===== src/rtl/core/mp3si_pkg.sv =====
// Shared constants, types and codes of the layer III side-information parser.
package mp3si_pkg;

    localparam int REC_W   = 63;
    localparam int POS_W   = 6;
    localparam int FF_W    = 14;

    // Section lengths in bits.
    localparam logic [POS_W-1:0] HDR_LEN_M1_MONO    = 6'd18;
    localparam logic [POS_W-1:0] HDR_LEN_M1_STEREO  = 6'd20;
    localparam logic [POS_W-1:0] HDR_LEN_LSF_MONO   = 6'd9;
    localparam logic [POS_W-1:0] HDR_LEN_LSF_STEREO = 6'd10;
    localparam logic [POS_W-1:0] REC_LEN_M1         = 6'd59;
    localparam logic [POS_W-1:0] REC_LEN_LSF        = 6'd63;
    localparam logic [POS_W-1:0] WORD_BITS          = 6'd8;

    // Frame layout codes: {mpeg1, mono}.
    localparam logic [1:0] LAYOUT_LSF_STEREO = 2'b00;
    localparam logic [1:0] LAYOUT_LSF_MONO   = 2'b01;
    localparam logic [1:0] LAYOUT_M1_STEREO  = 2'b10;
    localparam logic [1:0] LAYOUT_M1_MONO    = 2'b11;

    localparam logic [8:0] GAIN_OFFSET = 9'd210;

    localparam logic [1:0] BT_RESERVED = 2'd0;
    localparam logic [1:0] BT_SHORT    = 2'd2;

    localparam logic [3:0] RC_SHORT_R0 = 4'd8;
    localparam logic [3:0] RC_SHORT_R1 = 4'd12;
    localparam logic [3:0] RC_LONG_R0  = 4'd7;
    localparam logic [3:0] RC_LONG_R1  = 4'd13;

    localparam logic [1:0] STATUS_RECORD = 2'd0;
    localparam logic [1:0] STATUS_LAST   = 2'd1;
    localparam logic [1:0] STATUS_ERROR  = 2'd2;

    localparam int QUEUE_DEPTH = 2;
    localparam int QUEUE_AW    = (QUEUE_DEPTH > 1) ? $clog2(QUEUE_DEPTH) : 1;
    localparam int QUEUE_CW    = $clog2(QUEUE_DEPTH + 1);

    typedef enum logic [1:0] {
        FS_HALTED,
        FS_HEADER,
        FS_RECORDS
    } t_front_state;

    // One completed record section with the context the decoder needs.
    typedef struct packed {
        logic [REC_W-1:0] bits;
        logic             mpeg1;
        logic             err;
        logic             last;
        logic [1:0]       idx;
        logic [3:0]       scfsi;
        logic [FF_W-1:0]  ff;
    } t_rec_entry;

endpackage


===== src/rtl/core/mp3si_front.sv =====
// Front end: accepts side-information words, slices bits and classifies completed records.
module mp3si_front (
    input  logic                   i_clk,
    input  logic                   i_rst_n,
    input  logic                   i_valid,
    input  logic [7:0]             i_data_byte,
    input  logic                   i_frame_start,
    input  logic                   i_is_mono,
    input  logic                   i_is_mpeg1,
    input  logic                   i_full,
    output logic                   o_ready,
    output logic                   o_push,
    output mp3si_pkg::t_rec_entry  o_entry
);

    mp3si_pkg::t_front_state             r_state, n_state, c_state;
    logic [mp3si_pkg::POS_W-1:0]         r_pos, n_pos, c_pos;
    logic [mp3si_pkg::REC_W-1:0]         r_bits, n_bits, c_bits;
    logic [1:0]                          r_cnt, n_cnt, c_cnt;
    logic                                r_mono, n_mono, c_mono;
    logic                                r_mpeg1, n_mpeg1, c_mpeg1;
    logic [mp3si_pkg::FF_W-1:0]          r_ff, n_ff, c_ff;
    logic [7:0]                          r_scfsi, n_scfsi;

    logic                                accept;
    logic [1:0]                          layout;
    logic [mp3si_pkg::POS_W-1:0]         hdr_len, seg_len, need;
    logic                                fits;
    logic [2:0]                          shamt;
    logic [mp3si_pkg::REC_W+7:0]         shifted;
    logic [mp3si_pkg::REC_W-1:0]         word;
    logic [7:0]                          rest;
    logic                                rec_err, rec_last, chan;

    assign o_ready = !i_full;
    assign accept  = i_valid && o_ready;

    always_ff @(posedge i_clk) begin
        if (!i_rst_n) begin
            r_state <= mp3si_pkg::FS_HALTED;
            r_pos   <= '0;
            r_bits  <= '0;
            r_cnt   <= '0;
            r_mono  <= 1'b0;
            r_mpeg1 <= 1'b1;
            r_ff    <= '0;
        end else begin
            r_state <= n_state;
            r_pos   <= n_pos;
            r_bits  <= n_bits;
            r_cnt   <= n_cnt;
            r_mono  <= n_mono;
            r_mpeg1 <= n_mpeg1;
            r_ff    <= n_ff;
        end
    end

    // The scfsi bits are always written by the header before a record reads them.
    always_ff @(posedge i_clk) begin
        r_scfsi <= n_scfsi;
    end

    always_comb begin
        // A frame start restarts parsing with the new flags before this word is sliced.
        c_state = r_state;
        c_pos   = r_pos;
        c_bits  = r_bits;
        c_cnt   = r_cnt;
        c_mono  = r_mono;
        c_mpeg1 = r_mpeg1;
        c_ff    = r_ff;
        if (i_frame_start) begin
            c_state = mp3si_pkg::FS_HEADER;
            c_pos   = '0;
            c_bits  = '0;
            c_cnt   = '0;
            c_mono  = i_is_mono;
            c_mpeg1 = i_is_mpeg1;
            c_ff    = '0;
        end

        layout = {c_mpeg1, c_mono};
        case (layout)
            mp3si_pkg::LAYOUT_M1_MONO:    hdr_len = mp3si_pkg::HDR_LEN_M1_MONO;
            mp3si_pkg::LAYOUT_M1_STEREO:  hdr_len = mp3si_pkg::HDR_LEN_M1_STEREO;
            mp3si_pkg::LAYOUT_LSF_MONO:   hdr_len = mp3si_pkg::HDR_LEN_LSF_MONO;
            mp3si_pkg::LAYOUT_LSF_STEREO: hdr_len = mp3si_pkg::HDR_LEN_LSF_STEREO;
            default:                      hdr_len = mp3si_pkg::HDR_LEN_M1_STEREO;
        endcase

        if (c_state == mp3si_pkg::FS_HEADER) begin
            seg_len = hdr_len;
        end else begin
            seg_len = c_mpeg1 ? mp3si_pkg::REC_LEN_M1 : mp3si_pkg::REC_LEN_LSF;
        end
        need = seg_len - c_pos;
        fits = (need <= mp3si_pkg::WORD_BITS);
        // When the section ends inside this word, the low bits left over start the next one.
        shamt   = fits ? 3'(mp3si_pkg::WORD_BITS - need) : 3'd0;
        shifted = {c_bits, i_data_byte} >> shamt;
        word    = shifted[mp3si_pkg::REC_W-1:0];
        rest    = i_data_byte & ~(8'hFF << shamt);

        if (c_mpeg1) begin
            rec_err = word[25] && (word[24:23] == mp3si_pkg::BT_RESERVED);
        end else begin
            rec_err = word[24] && (word[23:22] == mp3si_pkg::BT_RESERVED);
        end
        case (layout)
            mp3si_pkg::LAYOUT_M1_MONO:    rec_last = (c_cnt == 2'd1);
            mp3si_pkg::LAYOUT_M1_STEREO:  rec_last = (c_cnt == 2'd3);
            mp3si_pkg::LAYOUT_LSF_MONO:   rec_last = 1'b1;
            mp3si_pkg::LAYOUT_LSF_STEREO: rec_last = (c_cnt == 2'd1);
            default:                      rec_last = 1'b1;
        endcase
        chan = c_mpeg1 && !c_mono && c_cnt[0];

        o_entry.bits  = word;
        o_entry.mpeg1 = c_mpeg1;
        o_entry.err   = rec_err;
        o_entry.last  = rec_last;
        o_entry.idx   = (c_mpeg1 && c_mono) ? {c_cnt[0], 1'b0} : c_cnt;
        o_entry.scfsi = chan ? r_scfsi[7:4] : r_scfsi[3:0];
        o_entry.ff    = r_ff;

        o_push  = 1'b0;
        n_state = r_state;
        n_pos   = r_pos;
        n_bits  = r_bits;
        n_cnt   = r_cnt;
        n_mono  = r_mono;
        n_mpeg1 = r_mpeg1;
        n_ff    = r_ff;
        n_scfsi = r_scfsi;

        if (accept) begin
            n_state = c_state;
            n_pos   = c_pos;
            n_bits  = c_bits;
            n_cnt   = c_cnt;
            n_mono  = c_mono;
            n_mpeg1 = c_mpeg1;
            n_ff    = c_ff;
            case (c_state)
                mp3si_pkg::FS_HEADER: begin
                    if (fits) begin
                        case (layout)
                            mp3si_pkg::LAYOUT_M1_MONO: begin
                                n_ff    = {word[17:9], word[8:4]};
                                n_scfsi = {4'd0, word[3:0]};
                            end
                            mp3si_pkg::LAYOUT_M1_STEREO: begin
                                n_ff    = {word[19:11], 2'd0, word[10:8]};
                                n_scfsi = {word[3:0], word[7:4]};
                            end
                            mp3si_pkg::LAYOUT_LSF_MONO: begin
                                n_ff    = {1'b0, word[8:1], 4'd0, word[0]};
                                n_scfsi = 8'd0;
                            end
                            default: begin
                                n_ff    = {1'b0, word[9:2], 3'd0, word[1:0]};
                                n_scfsi = 8'd0;
                            end
                        endcase
                        n_state = mp3si_pkg::FS_RECORDS;
                        n_bits  = {{(mp3si_pkg::REC_W-8){1'b0}}, rest};
                        n_pos   = {{(mp3si_pkg::POS_W-3){1'b0}}, shamt};
                    end else begin
                        n_bits = word;
                        n_pos  = c_pos + mp3si_pkg::WORD_BITS;
                    end
                end
                mp3si_pkg::FS_RECORDS: begin
                    if (fits) begin
                        o_push = 1'b1;
                        if (rec_err || rec_last) begin
                            n_state = mp3si_pkg::FS_HALTED;
                        end else begin
                            n_cnt  = c_cnt + 2'd1;
                            n_bits = {{(mp3si_pkg::REC_W-8){1'b0}}, rest};
                            n_pos  = {{(mp3si_pkg::POS_W-3){1'b0}}, shamt};
                        end
                    end else begin
                        n_bits = word;
                        n_pos  = c_pos + mp3si_pkg::WORD_BITS;
                    end
                end
                default: begin
                end
            endcase
        end
    end

    a_push_on_accept: assert property (@(posedge i_clk) disable iff (!i_rst_n)
        o_push |-> (i_valid && !i_full))
        else $error("record pushed without an accepted word");

    a_halted_silent: assert property (@(posedge i_clk) disable iff (!i_rst_n)
        (r_state == mp3si_pkg::FS_HALTED && !i_frame_start) |-> !o_push)
        else $error("record pushed while halted");

endmodule


===== src/rtl/core/mp3si_queue.sv =====
// Short register queue between the slicing front end and the decoding back end.
module mp3si_queue (
    input  logic                   i_clk,
    input  logic                   i_rst_n,
    input  logic                   i_push,
    input  mp3si_pkg::t_rec_entry  i_entry,
    input  logic                   i_pop,
    output logic                   o_full,
    output logic                   o_valid,
    output mp3si_pkg::t_rec_entry  o_entry
);

    mp3si_pkg::t_rec_entry                r_mem [mp3si_pkg::QUEUE_DEPTH];
    logic [mp3si_pkg::QUEUE_AW-1:0]       r_wptr, n_wptr, r_rptr, n_rptr;
    logic [mp3si_pkg::QUEUE_CW-1:0]       r_count, n_count;

    localparam logic [mp3si_pkg::QUEUE_AW-1:0] LastSlot =
        mp3si_pkg::QUEUE_AW'(mp3si_pkg::QUEUE_DEPTH - 1);
    localparam logic [mp3si_pkg::QUEUE_CW-1:0] FullCount =
        mp3si_pkg::QUEUE_CW'(mp3si_pkg::QUEUE_DEPTH);

    assign o_full  = (r_count == FullCount);
    assign o_valid = (r_count != '0);
    assign o_entry = r_mem[r_rptr];

    always_comb begin
        n_wptr  = r_wptr;
        n_rptr  = r_rptr;
        n_count = r_count;
        if (i_push) begin
            n_wptr = (r_wptr == LastSlot) ? '0 : r_wptr + 1'b1;
        end
        if (i_pop) begin
            n_rptr = (r_rptr == LastSlot) ? '0 : r_rptr + 1'b1;
        end
        if (i_push && !i_pop) begin
            n_count = r_count + 1'b1;
        end else if (i_pop && !i_push) begin
            n_count = r_count - 1'b1;
        end
    end

    always_ff @(posedge i_clk) begin
        if (!i_rst_n) begin
            r_wptr  <= '0;
            r_rptr  <= '0;
            r_count <= '0;
        end else begin
            r_wptr  <= n_wptr;
            r_rptr  <= n_rptr;
            r_count <= n_count;
        end
    end

    always_ff @(posedge i_clk) begin
        if (i_push) begin
            r_mem[r_wptr] <= i_entry;
        end
    end

    a_no_overflow: assert property (@(posedge i_clk) disable iff (!i_rst_n)
        i_push |-> !o_full)
        else $error("queue written while full");

    a_no_underflow: assert property (@(posedge i_clk) disable iff (!i_rst_n)
        i_pop |-> o_valid)
        else $error("queue read while empty");

    a_count_bound: assert property (@(posedge i_clk) disable iff (!i_rst_n)
        r_count <= FullCount)
        else $error("queue count beyond depth");

endmodule


===== src/rtl/core/mp3si_back.sv =====
// Back end: decodes queued record sections into output fields behind an output register.
module mp3si_back (
    input  logic                   i_clk,
    input  logic                   i_rst_n,
    input  logic                   i_q_valid,
    input  mp3si_pkg::t_rec_entry  i_entry,
    output logic                   o_pop,
    input  logic                   i_ready,
    output logic                   o_valid,
    output logic [1:0]             o_record_index,
    output logic [11:0]            o_part23_length,
    output logic [8:0]             o_bigval_pairs,
    output logic signed [8:0]      o_gain_adj,
    output logic [8:0]             o_sf_compress,
    output logic [3:0]             o_block_info,
    output logic [14:0]            o_table_selects,
    output logic [8:0]             o_subblock_gains,
    output logic [7:0]             o_region_counts,
    output logic [6:0]             o_granule_flags,
    output logic [13:0]            o_frame_fields,
    output logic [1:0]             o_status
);

    logic        r_valid;
    logic [1:0]  r_idx;
    logic [11:0] r_part;
    logic [8:0]  r_big;
    logic [8:0]  r_gain;
    logic [8:0]  r_sfc;
    logic [3:0]  r_info;
    logic [14:0] r_ts;
    logic [8:0]  r_sg;
    logic [7:0]  r_rc;
    logic [6:0]  r_flags;
    logic [13:0] r_ff;
    logic [1:0]  r_status;

    logic [mp3si_pkg::REC_W-1:0] rb;
    logic [11:0] d_part;
    logic [8:0]  d_big, d_gain, d_sfc, d_sg;
    logic [7:0]  gain8;
    logic        ws, pre;
    logic [21:0] blk;
    logic [1:0]  bt;
    logic        mixed;
    logic [3:0]  d_info;
    logic [14:0] d_ts;
    logic [7:0]  d_rc;
    logic [6:0]  d_flags;
    logic [1:0]  d_status;

    assign o_pop = i_q_valid && (!r_valid || i_ready);

    always_comb begin
        rb = i_entry.bits;
        if (i_entry.mpeg1) begin
            d_part = rb[58:47];
            d_big  = rb[46:38];
            gain8  = rb[37:30];
            d_sfc  = {5'd0, rb[29:26]};
            ws     = rb[25];
            blk    = rb[24:3];
            pre    = rb[2];
        end else begin
            d_part = rb[62:51];
            d_big  = rb[50:42];
            gain8  = rb[41:34];
            d_sfc  = rb[33:25];
            ws     = rb[24];
            blk    = rb[23:2];
            pre    = 1'b0;
        end
        bt    = blk[21:20];
        mixed = blk[19];
        if (ws) begin
            d_info = {1'b1, bt, mixed};
            d_ts   = {blk[18:14], blk[13:9], 5'd0};
            d_sg   = blk[8:0];
            // Region counts are implied for switched blocks.
            if (bt == mp3si_pkg::BT_SHORT && !mixed) begin
                d_rc = {mp3si_pkg::RC_SHORT_R0, mp3si_pkg::RC_SHORT_R1};
            end else begin
                d_rc = {mp3si_pkg::RC_LONG_R0, mp3si_pkg::RC_LONG_R1};
            end
        end else begin
            d_info = 4'd0;
            d_ts   = blk[21:7];
            d_sg   = 9'd0;
            d_rc   = {blk[6:3], 1'b0, blk[2:0]};
        end
        d_gain   = {1'b0, gain8} - mp3si_pkg::GAIN_OFFSET;
        d_flags  = {i_entry.scfsi, pre, rb[1], rb[0]};
        d_status = i_entry.last ? mp3si_pkg::STATUS_LAST : mp3si_pkg::STATUS_RECORD;
        // An error record keeps only its index and frame fields.
        if (i_entry.err) begin
            d_part   = '0;
            d_big    = '0;
            d_gain   = '0;
            d_sfc    = '0;
            d_info   = '0;
            d_ts     = '0;
            d_sg     = '0;
            d_rc     = '0;
            d_flags  = '0;
            d_status = mp3si_pkg::STATUS_ERROR;
        end
    end

    always_ff @(posedge i_clk) begin
        if (!i_rst_n) begin
            r_valid <= 1'b0;
        end else if (o_pop) begin
            r_valid <= 1'b1;
        end else if (i_ready) begin
            r_valid <= 1'b0;
        end
    end

    always_ff @(posedge i_clk) begin
        if (o_pop) begin
            r_idx    <= i_entry.idx;
            r_part   <= d_part;
            r_big    <= d_big;
            r_gain   <= d_gain;
            r_sfc    <= d_sfc;
            r_info   <= d_info;
            r_ts     <= d_ts;
            r_sg     <= d_sg;
            r_rc     <= d_rc;
            r_flags  <= d_flags;
            r_ff     <= i_entry.ff;
            r_status <= d_status;
        end
    end

    assign o_valid          = r_valid;
    assign o_record_index   = r_idx;
    assign o_part23_length  = r_part;
    assign o_bigval_pairs   = r_big;
    assign o_gain_adj       = $signed(r_gain);
    assign o_sf_compress    = r_sfc;
    assign o_block_info     = r_info;
    assign o_table_selects  = r_ts;
    assign o_subblock_gains = r_sg;
    assign o_region_counts  = r_rc;
    assign o_granule_flags  = r_flags;
    assign o_frame_fields   = r_ff;
    assign o_status         = r_status;

    a_error_fields_clear: assert property (@(posedge i_clk) disable iff (!i_rst_n)
        (o_valid && o_status == mp3si_pkg::STATUS_ERROR) |->
        (o_part23_length == '0 && o_bigval_pairs == '0 && o_block_info == '0 &&
         o_granule_flags == '0 && o_region_counts == '0))
        else $error("error word carries decoded fields");

    a_switched_third_table: assert property (@(posedge i_clk) disable iff (!i_rst_n)
        (o_valid && o_block_info[3]) |-> (o_table_selects[4:0] == '0))
        else $error("switched block with a third table select");

endmodule


===== src/rtl/core/mp3_side_info_parser.sv =====
// A record completed by a word is pushed into the queue when the word is accepted and
// reaches the outputs through the back end's output register. Throughput: one
// side-information word per cycle while the queue is not full; at most one record is
// produced per word. The front end slices bits combinationally and a two-entry queue
// feeds the decoding back end. Reset (synchronous, active low) empties the queue and
// output register and leaves the parser halted until a word marked as frame start arrives.
module mp3_side_info_parser (
    input  logic               i_clk,
    input  logic               i_rst_n,
    input  logic               i_valid,
    output logic               o_ready,
    input  logic [7:0]         i_data_byte,
    input  logic               i_frame_start,
    input  logic               i_is_mono,
    input  logic               i_is_mpeg1,
    output logic               o_valid,
    input  logic               i_ready,
    output logic [1:0]         o_record_index,
    output logic [11:0]        o_part23_length,
    output logic [8:0]         o_bigval_pairs,
    output logic signed [8:0]  o_gain_adj,
    output logic [8:0]         o_sf_compress,
    output logic [3:0]         o_block_info,
    output logic [14:0]        o_table_selects,
    output logic [8:0]         o_subblock_gains,
    output logic [7:0]         o_region_counts,
    output logic [6:0]         o_granule_flags,
    output logic [13:0]        o_frame_fields,
    output logic [1:0]         o_status
);

    logic                   q_full, q_valid, push, pop;
    mp3si_pkg::t_rec_entry  push_entry, head_entry;

    mp3si_front u_front (
        .i_clk         (i_clk),
        .i_rst_n       (i_rst_n),
        .i_valid       (i_valid),
        .i_data_byte   (i_data_byte),
        .i_frame_start (i_frame_start),
        .i_is_mono     (i_is_mono),
        .i_is_mpeg1    (i_is_mpeg1),
        .i_full        (q_full),
        .o_ready       (o_ready),
        .o_push        (push),
        .o_entry       (push_entry)
    );

    mp3si_queue u_queue (
        .i_clk   (i_clk),
        .i_rst_n (i_rst_n),
        .i_push  (push),
        .i_entry (push_entry),
        .i_pop   (pop),
        .o_full  (q_full),
        .o_valid (q_valid),
        .o_entry (head_entry)
    );

    mp3si_back u_back (
        .i_clk            (i_clk),
        .i_rst_n          (i_rst_n),
        .i_q_valid        (q_valid),
        .i_entry          (head_entry),
        .o_pop            (pop),
        .i_ready          (i_ready),
        .o_valid          (o_valid),
        .o_record_index   (o_record_index),
        .o_part23_length  (o_part23_length),
        .o_bigval_pairs   (o_bigval_pairs),
        .o_gain_adj       (o_gain_adj),
        .o_sf_compress    (o_sf_compress),
        .o_block_info     (o_block_info),
        .o_table_selects  (o_table_selects),
        .o_subblock_gains (o_subblock_gains),
        .o_region_counts  (o_region_counts),
        .o_granule_flags  (o_granule_flags),
        .o_frame_fields   (o_frame_fields),
        .o_status         (o_status)
    );

endmodule


===== config.mk =====
export PLATFORM = sky130hd
export DESIGN_NAME = mp3_side_info_parser
export DESIGN_NICKNAME = d
export VERILOG_FILES = /design/src/rtl/core/mp3si_pkg.sv /design/src/rtl/core/mp3si_front.sv /design/src/rtl/core/mp3si_queue.sv /design/src/rtl/core/mp3si_back.sv /design/src/rtl/core/mp3_side_info_parser.sv
export SDC_FILE = /design/constraint.sdc
export NUM_CORES = 1
export LEC_CHECK = 0
export BUFFER_PORTS_ARGS = -buffer_cell sky130_fd_sc_hd__buf_2
export CORE_UTILIZATION = 45
export DETAILED_ROUTE_END_ITERATION = 8
export GPL_ROUTABILITY_DRIVEN = 0
export PLACE_DENSITY = 0.72
export SKIP_CTS_REPAIR_TIMING = 1
export SLEW_MARGIN = 20
export SYNTH_ARGS = -nofsm -noshare
export SYNTH_HDL_FRONTEND = slang
export SYNTH_SLANG_ARGS = --single-unit

===== constraint.sdc =====
create_clock -name i_clk -period 12.78 [get_ports i_clk]
set_input_delay 1.278 -clock i_clk [delete_from_list [all_inputs] [get_ports i_clk]]
set_output_delay 1.278 -clock i_clk [all_outputs]
set_load 0.02 [all_outputs]

==> metrics.txt <==
synthesized area=19000 µm²; Post-Syn Instances=around 1700; first-pass GRT wire length=75200 µm; Yosys warnings=0; Rows=74; Post-synth EDFFs=280; FF-to-FF Start=u_front.r_mono$_SDFFE_PN0P_; worst vdd ir=about 0.11 mV; Hold Fails Final Rpt=0; Max Freq=between 0.1 and 0.15 GHz; # clock sinks=roughly 370; kind of critical path=primary input to flip-flop; Top Ports=between 100 and 150; hold_ws=0.470 ns; ANT nets after route=0; clock tree buffer depth=3; number of max-cap violations=0; sequential-to-total area share from yosys stat=0.543; required time of the critical path=around 13 ns; synth unique cells=77; Core ar.=41200 µm²; detailed-router iteration count before antenna repair=5; Worst Max-Slew Pin Slew=about 0.98 ns; largest net degree at the start of global routing=between 70 and 80; Post-synth top cells=280 x edfxtp_1, 209 x nand2_1, 135 x a21oi_1, 124 x mux2i_1, 121 x nor2_1; wire per inst=20.5 µm; layout cells sized above 1=0.182; slew margin rel.=0.347; initial antenna violation count=0; CP arrival=slightly below 8 ns; Final Max Tran Viols=0; P_leak=about 7.5 nW; Initial DRC Count=between 1500 and 2000; die height=just over 200 µm; Synth async-reset ratio=0; Die W=between 200 and 250 µm; Total Wirelength=roughly 48000 µm; part of the cycle the worst path needs=0.585; Initial Util=0.460; count leader, synth=edfxtp_1; Avg Inst Size Synth=approximately 11 µm²; GRT Total Usage=0.217; Setup TNS=0 ns; HP Class=flip-flop to flip-flop; Main synth FF type=edfxtp_1; FF+latch count, synth=approximately 370; Power Density=189 nW/µm²; Synth area leader=edfxtp_1; Synth area leaders=edfxtp_1 44%, dfxtp_1 9.9%, mux2i_1 6.5%; RSZ-0062 raised after global routing=false; status=complete, no violations; Layout Skew=between 0.02 and 0.025 ns; clock tree from TritonCTS=built; Vias per Instance=about 6; vias in the first global route=around 13000; CTS Buf Count=37; Final Setup Violations=0; Synth top area share=0.443; Post-route DRC=0; Worst Path Max Fanout=76; Remaining Overflow, GRT=0; type of element launching the critical path=primary input; DP HPWL=~32000 µm; Vias=14122; Area Overhead vs Synth=11.9%; Net Count, Synth=between 1500 and 2000; Worst-Skew Late Latency=~0.54 ns; I/O Buffers=~120; crit path from=i_frame_start; Reg clk slew, reported paths=roughly 0.06 ns; element type at the critical path end=flip-flop; min-delay src=u_front.r_ff[3]$_SDFFE_PN0P_; DIE AREA=43000 µm²; htree depth=2; Tmin final=roughly 7.5 ns; Root Driver=clkbuf_16; fin nets=approximately 1800; Ant. Diodes=0
-- where the power goes --
part	leakage, nW	internal (mW)	switching, mW
clock	0.605	0.661	0.463
sequential	3.37	1.55	0.0457
combinational	3.54	0.383	0.899
total	7.51	2.59	1.41
-- cells in the final DEF, fill, tap and decap left out, drive strengths merged, types with 16 or more instances in the layout --
cell type  Yosys  layout
edfxtp       280     280
nand2        210     210
buf           36     144
a21oi        135     135
mux2i        124     124
nor2         124     124
dfxtp         94      94
o21ai         87      87
mux2          70      70
a211oi        57      57
clkbuf        95      52
nand3         37      37
nor2b         36      36
inv           28      29
mux4          25      25
nor3          23      23
a22oi         16      16
ha            16      16
-- layout make-up --
type / count / area [µm²]
Multi-Input combinational cell: 1171 / 8080
Clock buffer: 52 / 1050
Clock inverter: 15 / 200
Timing Repair Buffer: 144 / 811
Tap cell: 532 / 666
Sequential cell: 374 / 10300
Inverter: 29 / 109
Fill cell: 3492 / 20000
-- kinds of logic (layout without fill, tap and decap cells) --
kind of cell | after synthesis | count (layout) | share of synthesized area
AO/OA/AOI/OAI | 437 | 437 | 0.154
buffers and inverters | 160 | 240 | 0.0343
AND/OR/NAND/NOR | 484 | 484 | 0.113
XOR/XNOR | 14 | 14 | 0.00732
flip-flops | 374 | 374 | 0.543
adder cells (fa/ha/maj) | 17 | 17 | 0.0116
multiplexers | 219 | 219 | 0.137
-- flip-flops by register name (all words and copies together) (netlist names), 4 cells and up, named ones only --
register / count
u_back.o_part23_length: 12
u_front.r_bits: 62
u_back.o_frame_fields: 14
u_front.r_scfsi: 8
u_queue.r_mem: 172
u_back.o_bigval_pairs: 9
u_front.r_ff: 14
u_back.o_sf_compress: 9
u_back.o_table_selects: 15
u_back.o_region_counts: 8
u_back.o_gain_adj: 9
u_front.r_pos: 6
u_back.o_block_info: 4
u_back.o_subblock_gains: 9
u_back.o_granule_flags: 7
-- metrics by stage --
stage	area (µm²)	power (mW)	cells	utilization	worst slack, ns
2_1_floorplan	19000	2.55	1705	-	3.03
3_3_place_gp	19900	2.86	2249	0.484	5.17
3_5_place_dp	19900	2.89	2249	0.484	4.95
4_1_cts	21200	4.01	2316	0.514	5.50
5_1_grt	21200	4.17	2317	0.515	4.93
6_report	21200	4.00	2317	0.515	5.30
-- worst max-delay path, cell delays in order --
cell	delay, ns
buf_2	0.23
buf_4	0.66
nor2b_1	0.16
inv_1	0.10
ha_1	0.63
nor2b_1	0.22
ha_1	0.21
fa_1	0.40
ha_1	0.76
inv_1	0.33
a211oi_1	0.48
nand2_2	0.10
o221a_2	0.30
or4b_1	0.70
a31oi_4	0.82
o21ai_0	0.20
a21oi_1	0.21
-- path summary, 6_finish.rpt --
check             slack [ns]                       endpoint  depth (start not counted)
setup / recovery        5.30  u_front.r_pos[4]$_SDFFE_PN0P_                         17
hold / removal          0.47  u_queue.r_mem[0][3]$_DFFE_PP_                          0
setup reg to reg        6.69  u_front.r_pos[4]$_SDFFE_PN0P_                         15
hold reg to reg         0.47  u_queue.r_mem[0][3]$_DFFE_PP_                          0
-- per-layer routing --
metal | vias to the layer above | global-route usage | part of all wire
li1 | 6532 | - | -
met1 | 6787 | 0.307 | 0.43
met2 | 689 | 0.339 | 0.46
met3 | 114 | 0.0343 | 0.083
met4 | 0 | 0.0808 | 0.031
met5 | - | 0 | 0
Note: power is estimated with default switching activity, not from simulation.
